===== src/lcma_pkg.sv =====
// Shared constants, types and derived widths for the load cell moving average block.
// Used by every module of the block; depends on nothing else.
`timescale 1ns / 1ps

package lcma_pkg;

    // Filter geometry and field widths.
    localparam int TAPS        = 6;
    localparam int SAMPLE_BITS = 12;
    localparam int NCH         = 3;
    localparam int REG_W       = 12;
    localparam int FORCE_W     = 16;
    localparam int FRAC_BITS   = 8;

    // Stream payload widths, padded to whole bytes.
    localparam int IN_W  = ((NCH * SAMPLE_BITS + 7) / 8) * 8;
    localparam int OUT_W = ((NCH * FORCE_W + 7) / 8) * 8;

    // Datapath widths derived from the geometry.
    localparam int SUM_W  = $clog2(TAPS * ((1 << SAMPLE_BITS) - 1) + 1);
    localparam int OFFM_W = $clog2(TAPS * ((1 << REG_W) - 1) + 1);
    localparam int D_W    = ((SUM_W > OFFM_W) ? SUM_W : OFFM_W) + 1;
    localparam int P_W    = D_W + REG_W + 1;
    localparam int M_W    = P_W - FRAC_BITS;
    localparam int L_W    = $clog2(TAPS);
    localparam int Q_W    = M_W - L_W + 1;
    localparam int R_W    = M_W + 1;
    localparam int SHIFT  = M_W + L_W;

    // Reciprocal of the tap count, rounded up, exact for every M_W-bit dividend.
    localparam longint unsigned RECIP = ((64'd1 << SHIFT) + TAPS - 1) / TAPS;

    // Saturation bounds.
    localparam logic [Q_W-1:0] Q_POS_LIM = Q_W'((1 << (FORCE_W - 1)) - 1);
    localparam logic [Q_W-1:0] Q_NEG_LIM = Q_W'(1 << (FORCE_W - 1));
    localparam logic signed [FORCE_W-1:0] FORCE_MAX = {1'b0, {(FORCE_W - 1){1'b1}}};
    localparam logic signed [FORCE_W-1:0] FORCE_MIN = {1'b1, {(FORCE_W - 1){1'b0}}};

    // Register reset values.
    localparam logic [REG_W-1:0] OFFSET_CH0_RST = REG_W'(1960);
    localparam logic [REG_W-1:0] OFFSET_CH1_RST = REG_W'(2016);
    localparam logic [REG_W-1:0] OFFSET_CH2_RST = REG_W'(1860);
    localparam logic [REG_W-1:0] GAIN_RST       = REG_W'(367);

    typedef logic [SAMPLE_BITS-1:0] sample_t;
    typedef logic [NCH-1:0][SAMPLE_BITS-1:0] sample_vec_t;
    typedef logic [REG_W-1:0] cfg_reg_t;

    // Configuration register indexes.
    typedef enum logic [1:0] {
        CFG_OFFSET_CH0 = 2'd0,
        CFG_OFFSET_CH1 = 2'd1,
        CFG_OFFSET_CH2 = 2'd2,
        CFG_GAIN       = 2'd3
    } cfg_idx_t;

    // Stage enables handed from the control pipeline to each channel datapath.
    typedef struct packed {
        logic acc;
        logic prime;
        logic en_d;
        logic en_p;
        logic en_m;
        logic en_q;
        logic en_o;
    } stg_ctrl_t;

endpackage


===== src/load_cell_moving_average.sv =====
// Top level of the three-channel load cell moving average: delay line, control, config.
// Depends on lcma_pkg, lcma_tap_cell and lcma_chan_scale.
`timescale 1ns / 1ps

// The block takes one item of three 12-bit sensor samples per cycle and gives one item
// of three signed integer forces, each the mean of the last six samples less the channel
// offset, times the Q8 gain, saturated to 16 bits. The first item after reset fills the
// whole window with its samples. A result passes the sum, offset, gain, magnitude,
// divide and output registers in turn, and a new item can be accepted in every cycle
// while the master side keeps up: the window sum is a running sum updated from a
// six-cell delay line, and the offset, gain, reciprocal divide and saturation each sit
// in a pipeline stage of their own. Each stage holds its item while the master side
// stalls, so the slave side keeps accepting until all six stages are full. Configuration
// writes take effect at once and are meant to be made while no item is in flight.
module load_cell_moving_average import lcma_pkg::*; (
    input  logic             aclk,
    input  logic             aresetn,
    // Slave side; s_tdata fields from bit 0: sample_ch0, sample_ch1, sample_ch2.
    input  logic             s_tvalid,
    output logic             s_tready,
    input  logic [IN_W-1:0]  s_tdata,
    // Master side; m_tdata fields from bit 0: force_ch0, force_ch1, force_ch2.
    output logic             m_tvalid,
    input  logic             m_tready,
    output logic [OUT_W-1:0] m_tdata,
    // Configuration write port.
    input  logic             cfg_wr_en,
    input  logic [1:0]       cfg_index,
    input  logic [REG_W-1:0] cfg_wr_data
);

    cfg_reg_t offset_reg [NCH];
    cfg_reg_t gain_reg;
    logic     primed_reg;
    logic     v_s_reg, v_d_reg, v_p_reg, v_m_reg, v_q_reg, v_o_reg;
    logic     rdy_s, rdy_d, rdy_p, rdy_m, rdy_q, rdy_o;
    stg_ctrl_t ctrl;
    sample_vec_t new_vec;
    sample_vec_t tap_q [TAPS];
    logic [NCH-1:0][FORCE_W-1:0] force_vec;

    // Configuration registers.
    always_ff @(posedge aclk) begin
        if (!aresetn) begin
            offset_reg[0] <= OFFSET_CH0_RST;
            offset_reg[1] <= OFFSET_CH1_RST;
            offset_reg[2] <= OFFSET_CH2_RST;
            gain_reg      <= GAIN_RST;
        end else if (cfg_wr_en) begin
            unique case (cfg_idx_t'(cfg_index))
                CFG_OFFSET_CH0: offset_reg[0] <= cfg_wr_data;
                CFG_OFFSET_CH1: offset_reg[1] <= cfg_wr_data;
                CFG_OFFSET_CH2: offset_reg[2] <= cfg_wr_data;
                CFG_GAIN:       gain_reg      <= cfg_wr_data;
            endcase
        end
    end

    // Ready chain: a stage can take an item when it is empty or passing its item on.
    assign rdy_o = !v_o_reg || m_tready;
    assign rdy_q = !v_q_reg || rdy_o;
    assign rdy_m = !v_m_reg || rdy_q;
    assign rdy_p = !v_p_reg || rdy_m;
    assign rdy_d = !v_d_reg || rdy_p;
    assign rdy_s = !v_s_reg || rdy_d;

    // No item is taken while reset is asserted.
    assign s_tready   = rdy_s && aresetn;
    assign ctrl.acc   = s_tvalid && s_tready;
    assign ctrl.prime = !primed_reg;
    assign ctrl.en_d  = v_s_reg && rdy_d;
    assign ctrl.en_p  = v_d_reg && rdy_p;
    assign ctrl.en_m  = v_p_reg && rdy_m;
    assign ctrl.en_q  = v_m_reg && rdy_q;
    assign ctrl.en_o  = v_q_reg && rdy_o;

    // Stage valid bits and the primed flag.
    always_ff @(posedge aclk) begin
        if (!aresetn) begin
            primed_reg <= 1'b0;
            v_s_reg    <= 1'b0;
            v_d_reg    <= 1'b0;
            v_p_reg    <= 1'b0;
            v_m_reg    <= 1'b0;
            v_q_reg    <= 1'b0;
            v_o_reg    <= 1'b0;
        end else begin
            if (ctrl.acc) begin
                primed_reg <= 1'b1;
            end
            v_s_reg <= ctrl.acc  || (v_s_reg && !rdy_d);
            v_d_reg <= ctrl.en_d || (v_d_reg && !rdy_p);
            v_p_reg <= ctrl.en_p || (v_p_reg && !rdy_m);
            v_m_reg <= ctrl.en_m || (v_m_reg && !rdy_q);
            v_q_reg <= ctrl.en_q || (v_q_reg && !rdy_o);
            v_o_reg <= ctrl.en_o || (v_o_reg && !m_tready);
        end
    end

    assign new_vec = s_tdata[NCH*SAMPLE_BITS-1:0];

    // Delay line of cells, newest sample in cell zero.
    for (genvar k = 0; k < TAPS; k++) begin : g_tap
        if (k == 0) begin : g_first
            lcma_tap_cell u_cell (
                .aclk     (aclk),
                .shift_en (ctrl.acc),
                .prime    (ctrl.prime),
                .new_in   (new_vec),
                .prev_in  (new_vec),
                .tap_out  (tap_q[k])
            );
        end else begin : g_rest
            lcma_tap_cell u_cell (
                .aclk     (aclk),
                .shift_en (ctrl.acc),
                .prime    (ctrl.prime),
                .new_in   (new_vec),
                .prev_in  (tap_q[k-1]),
                .tap_out  (tap_q[k])
            );
        end
    end

    // One scaling datapath per channel.
    for (genvar c = 0; c < NCH; c++) begin : g_chan
        lcma_chan_scale u_scale (
            .aclk       (aclk),
            .ctrl       (ctrl),
            .new_sample (new_vec[c]),
            .oldest     (tap_q[TAPS-1][c]),
            .offset     (offset_reg[c]),
            .gain       (gain_reg),
            .force_out  (force_vec[c])
        );
    end

    assign m_tvalid = v_o_reg;
    assign m_tdata  = OUT_W'(force_vec);

    // Any accepted item leaves the window primed.
    a_primed_after_accept: assert property (@(posedge aclk) disable iff (!aresetn)
        ctrl.acc |=> primed_reg)
        else $error("window not primed after an accepted item");

    // The slave side only stalls when every stage holds an item.
    a_stall_only_when_full: assert property (@(posedge aclk) disable iff (!aresetn)
        !s_tready |-> (v_s_reg && v_d_reg && v_p_reg && v_m_reg && v_q_reg && v_o_reg))
        else $error("slave side stalled with a free pipeline stage");

    // A finished item moves into an empty output register straight away.
    a_output_fills: assert property (@(posedge aclk) disable iff (!aresetn)
        (v_q_reg && !v_o_reg) |=> v_o_reg)
        else $error("finished item did not reach the empty output register");

    // A taken result with nothing behind it leaves the output empty.
    a_output_drains: assert property (@(posedge aclk) disable iff (!aresetn)
        (v_o_reg && m_tready && !v_q_reg) |=> !v_o_reg)
        else $error("output register still valid after its item was taken");

endmodule


===== src/lcma_tap_cell.sv =====
// One cell of the sample delay line: holds one sample of each channel.
// Depends on lcma_pkg.
`timescale 1ns / 1ps

module lcma_tap_cell import lcma_pkg::*; (
    input  logic        aclk,
    input  logic        shift_en,
    input  logic        prime,
    input  sample_vec_t new_in,
    input  sample_vec_t prev_in,
    output sample_vec_t tap_out
);

    sample_vec_t tap_reg;
    sample_vec_t tap_next;

    // On the first item every cell takes the new samples; afterwards it takes its neighbour's.
    always_comb begin
        tap_next = tap_reg;
        if (shift_en) begin
            tap_next = prime ? new_in : prev_in;
        end
    end

    always_ff @(posedge aclk) begin
        tap_reg <= tap_next;
    end

    assign tap_out = tap_reg;

endmodule


===== src/lcma_chan_scale.sv =====
// Per-channel datapath: running window sum, offset removal, gain, scaling and saturation.
// Depends on lcma_pkg; stage enables come from the top level.
`timescale 1ns / 1ps

module lcma_chan_scale import lcma_pkg::*; (
    input  logic                      aclk,
    input  stg_ctrl_t                 ctrl,
    input  sample_t                   new_sample,
    input  sample_t                   oldest,
    input  cfg_reg_t                  offset,
    input  cfg_reg_t                  gain,
    output logic signed [FORCE_W-1:0] force_out
);

    logic [SUM_W-1:0]            sum_reg, sum_next;
    logic signed [D_W-1:0]       d_reg, d_next;
    logic signed [P_W-1:0]       p_reg, p_next;
    logic [M_W-1:0]              m_reg, m_next;
    logic                        neg_m_reg, neg_q_reg;
    logic [Q_W-1:0]              q_reg, q_next;
    logic signed [FORCE_W-1:0]   force_reg, force_next;
    logic [OFFM_W-1:0]           toff;
    logic [P_W-1:0]              mag;
    logic [M_W+R_W-1:0]          prod;

    // Running window sum: add the newest sample, drop the one leaving the delay line.
    always_comb begin
        sum_next = sum_reg;
        if (ctrl.acc) begin
            if (ctrl.prime) begin
                sum_next = SUM_W'(new_sample) * SUM_W'(TAPS);
            end else begin
                sum_next = sum_reg + SUM_W'(new_sample) - SUM_W'(oldest);
            end
        end
    end

    // Remove the zero-load offset, then apply the gain.
    assign toff   = OFFM_W'(offset) * OFFM_W'(TAPS);
    assign d_next = $signed(D_W'(sum_reg)) - $signed(D_W'(toff));
    assign p_next = P_W'(d_reg) * P_W'($signed({1'b0, gain}));

    // Magnitude and drop the Q8 fraction scale.
    assign mag    = p_reg[P_W-1] ? P_W'(-p_reg) : P_W'(p_reg);
    assign m_next = mag[P_W-1:FRAC_BITS];

    // Divide by the tap count through the reciprocal.
    assign prod   = (M_W + R_W)'(m_reg) * (M_W + R_W)'(RECIP);
    assign q_next = prod[SHIFT +: Q_W];

    // Restore the sign and saturate to the output width.
    always_comb begin
        if (neg_q_reg) begin
            if (q_reg > Q_NEG_LIM) begin
                force_next = FORCE_MIN;
            end else begin
                force_next = -$signed(FORCE_W'(q_reg));
            end
        end else if (q_reg > Q_POS_LIM) begin
            force_next = FORCE_MAX;
        end else begin
            force_next = $signed(FORCE_W'(q_reg));
        end
    end

    // Pipeline registers, each advancing on its own stage enable.
    always_ff @(posedge aclk) begin
        sum_reg <= sum_next;
        if (ctrl.en_d) begin
            d_reg <= d_next;
        end
        if (ctrl.en_p) begin
            p_reg <= p_next;
        end
        if (ctrl.en_m) begin
            m_reg     <= m_next;
            neg_m_reg <= p_reg[P_W-1];
        end
        if (ctrl.en_q) begin
            q_reg     <= q_next;
            neg_q_reg <= neg_m_reg;
        end
        if (ctrl.en_o) begin
            force_reg <= force_next;
        end
    end

    assign force_out = force_reg;

endmodule


===== config.mk =====
export PLATFORM = sky130hd
export DESIGN_NAME = load_cell_moving_average
export DESIGN_NICKNAME = d
export VERILOG_FILES = /design/src/lcma_pkg.sv /design/src/load_cell_moving_average.sv /design/src/lcma_tap_cell.sv /design/src/lcma_chan_scale.sv
export SDC_FILE = /design/constraint.sdc
export NUM_CORES = 2
export LEC_CHECK = 0
export BUFFER_PORTS_ARGS = -buffer_cell sky130_fd_sc_hd__buf_4
export CAP_MARGIN = 20
export CORE_MARGIN = 3
export CORE_UTILIZATION = 65
export CTS_BUF_LIST = sky130_fd_sc_hd__clkbuf_2
export DETAILED_ROUTE_END_ITERATION = 8
export PLACE_DENSITY = 0.92
export SYNTH_ARGS = -nofsm -noshare
export SYNTH_HDL_FRONTEND = slang
export SYNTH_HIERARCHICAL = 1
export SYNTH_SLANG_ARGS = --single-unit

===== constraint.sdc =====
create_clock -name aclk -period 16.55 [get_ports aclk]
set_input_delay 0.8275 -clock aclk [delete_from_list [all_inputs] [get_ports aclk]]
set_output_delay 0.8275 -clock aclk [all_outputs]
set_load 0.005 [all_outputs]

==> run summary <==
Syn_nets -> 8536
WHS -> 0.2435 ns
Clock slew at reported path FFs -> 0.13 ns
Compound-cell area share of the yosys netlist -> 6.880%
# resized after CTS -> 0
Global-route wire length before repair -> 260.4 mm
Synth top cells by count -> 1418 x inv_1, 948 x fa_1, 876 x ha_1
Dpl cells -> 8116
Grt ovf -> 0
Max FFs per register -> 180
Final Max Tran Viols -> 0
# nets final -> 8764
Outcome -> complete, no violations
Mapped Avg Cell Area -> 10.89 um^2
Row count -> 121
Drt via density -> 5.770
Critical path fanouts, max -> 5
Slew HR -> 19.77%
Most frequent cell on the critical path -> fa_1
Post-synth ARST share -> 0%
Crit path kind -> reg -> reg
Final TNS setup -> 0 ns
Die span in y -> 339.8 um
#FFs+latches synth -> 625
Post-synthesis sequential area ratio -> 25.65%
DRC errors left -> 0
Clock Sink Count -> 625
Share of cells above drive strength 1 -> 9.173%
Synth Area in Adders -> 41.33%
Skew final -> 0.1592 ns
Vias in the first global route -> 53130
Post-Syn Area -> 0.07244 mm^2
WP data required -> 17.66 ns
Die area -> 0.1155 mm^2
Main combinational cell family by area after synthesis -> adder cells
Cell taking the most area after synthesis -> fa_1
Startpoint types -> flip-flop
Synthesized instance count -> 6653
Most common cell in the netlist -> inv_1
Area grow syn2layout -> 5.926%
Netlist cell types -> 85
Initial antenna violation count -> 8
CTS tree -> yes
Synth top area share -> 26.20%
CP max stage cell -> fa_1
Final ANT Viol Nets -> 0
Detailed Route Iter0 Violations -> 3786
Avg WL per Cell -> 18.67 um
HP Class -> in -> reg
CP endpoint kind -> flip-flop
Maximum clock path buffer count -> 3
Max Cap Violations -> 0
Mux cell area share after synthesis -> 4.348%
Placeable Area -> 0.1098 mm^2
Gr usage total -> 27.70%
DR pass1 iterations -> 6
Slew of the pin with the lowest slew margin -> 1.203 ns
Gpl congestion -> 0.9086
Detailed Route WL -> 158.1 mm
Post-synth EDFFs -> 606
Port bufs -> 104
Largest stage delay on the critical path -> 0.59 ns
DIE WIDTH -> 339.8 um
Routed vias -> 48880
Top post-synthesis cells by area -> fa_1 26%, edfxtp_1 25%, ha_1 15%
Clock Root Buffer -> clkbuf_2
Dpl hpwl -> 119.0 mm
H-tree depth -> 4
Critical path cell sequence -> ha_1 > inv_1 > fa_1 > inv_1 > fa_1 > fa_1 > fa_1 > inv_1 > fa_1 > inv_1 > fa_1 > ha_1 > and4_1 > or4b_1 > or3_1 > o211a_1 > o21ai_1 > a41o_1 > a21oi_1 > o21bai_1 > xor2_1
Simple-Gate Fraction of Synth Area -> 9.404%
Setup-failing EPs final -> 0
Final Hold Violating Endpoints -> 0
RSZ-0062 raised after global routing -> no
F_max -> 138.5 MHz
Filler cells -> 6866
Largest net degree at the start of global routing -> 162
Period utilization -> 43.62%
Minimum clock period -> 7.219 ns
Ys flop type -> edfxtp_1
Synthesis warning total -> 6
CTS buffer count -> 156
Clk Latency, worst-skew pair -> 1.49 ns
# IOs -> 109
Initial Util -> 65.99%
CP arrival -> 8.33 ns
Non-filler cells, final -> 8471
XOR/XNOR share of the synthesized area -> 3.809%
==> critical path: cells and delay by family, from the launching register on <==
family                   cells  cell delay [ns]
buffers and inverters        4             0.30
AND/OR/NAND/NOR              3             1.08
adder cells (fa/ha/maj)      8             3.82
AO/OA/AOI/OAI                5             1.21
XOR/XNOR                     1             0.09
flip-flops                   1             0.47
==> logic make-up (layout without fill, tap and decap cells) <==
kind of cell,after synthesis,in the layout
xor gates and xnor gates,315,315
buffers and inverters,1562,1897
DFF,625,625
AOI/OAI and AO/OA,773,773
other,0,7
and+or+nand+nor,1334,1334
muxes,220,220
adders and majority gates,1824,1824
==> cell type report <==
class / count / area (um^2) / share of cell area, %
Antenna cell: 7 / 17.52 / 0.02283
Clock buffer: 214 / 1071 / 1.396
Clock inverter: 51 / 356.6 / 0.4647
Inverter: 1418 / 5330 / 6.947
Multi-Input combinational cell: 4466 / 47700 / 62.17
Sequential cell: 625 / 18580 / 24.21
Tap cell: 1476 / 1847 / 2.407
Timing Repair Buffer: 214 / 1827 / 2.381
==> routing by layer <==
layer / GRT usage [%] / vias to the layer above / wire length (um)
met5: 0 / - / 0
met2: 48.92 / 2112 / 79810
met4: 12.61 / 0 / 7216
li1: - / 22220 / -
met1: 32.99 / 24020 / 60380
met3: 4.990 / 531 / 10730
==> per-stage QoR <==
stage               cell area (um^2)  setup slack, ns  utilization [%]
finish                         76730            9.331            69.90
global route                   76730            9.014            69.90
CTS                            76710            9.379            69.89
detailed placement             74450            9.363            67.83
global placement               74450            9.419            67.83
floorplan                      72440            3.532                -
==> worst paths after layout <==
check                                          start                                  to  slack [ns]  depth (start not counted)
setup reg to reg          g_chan[2].u_scale/m_reg[6]         g_chan[2].u_scale/q_reg[12]        9.33                         21
setup / recovery          g_chan[2].u_scale/m_reg[6]         g_chan[2].u_scale/q_reg[12]        9.33                         21
hold reg to reg   g_tap[4].g_rest.u_cell/tap_out[10]  g_tap[5].g_rest.u_cell/tap_out[10]        0.45                          1
hold / removal                        cfg_wr_data[3]                    offset_reg[0][3]        0.24                          3
==> what timing repair did <==
item,4_1_cts,5_1_grt
endpoints found under the hold margin,355,0
setup buffers,0,0
hold buffers,83,0
==> layout by cell type (no fill, tap or decap), types with 37 or more instances in the layout <==
master and n:
a21o_1 93, a21oi_1 198, and2_1 316, buf_4 130, clkbuf_2 214, dlygate4sd3_1 83, edfxtp_1 606, fa_1 948
ha_1 876, inv_1 1417, mux2_2 37, mux2_4 180, nand2_1 495, nand2b_1 42, nand3_1 60, nor2_1 153
nor3_1 51, o21ai_0 183, or3_1 46, xnor2_1 226, xor2_1 89
Power is not shown: default switching activity piles up to over one toggle a cycle in this logic, so the estimate is an artifact.
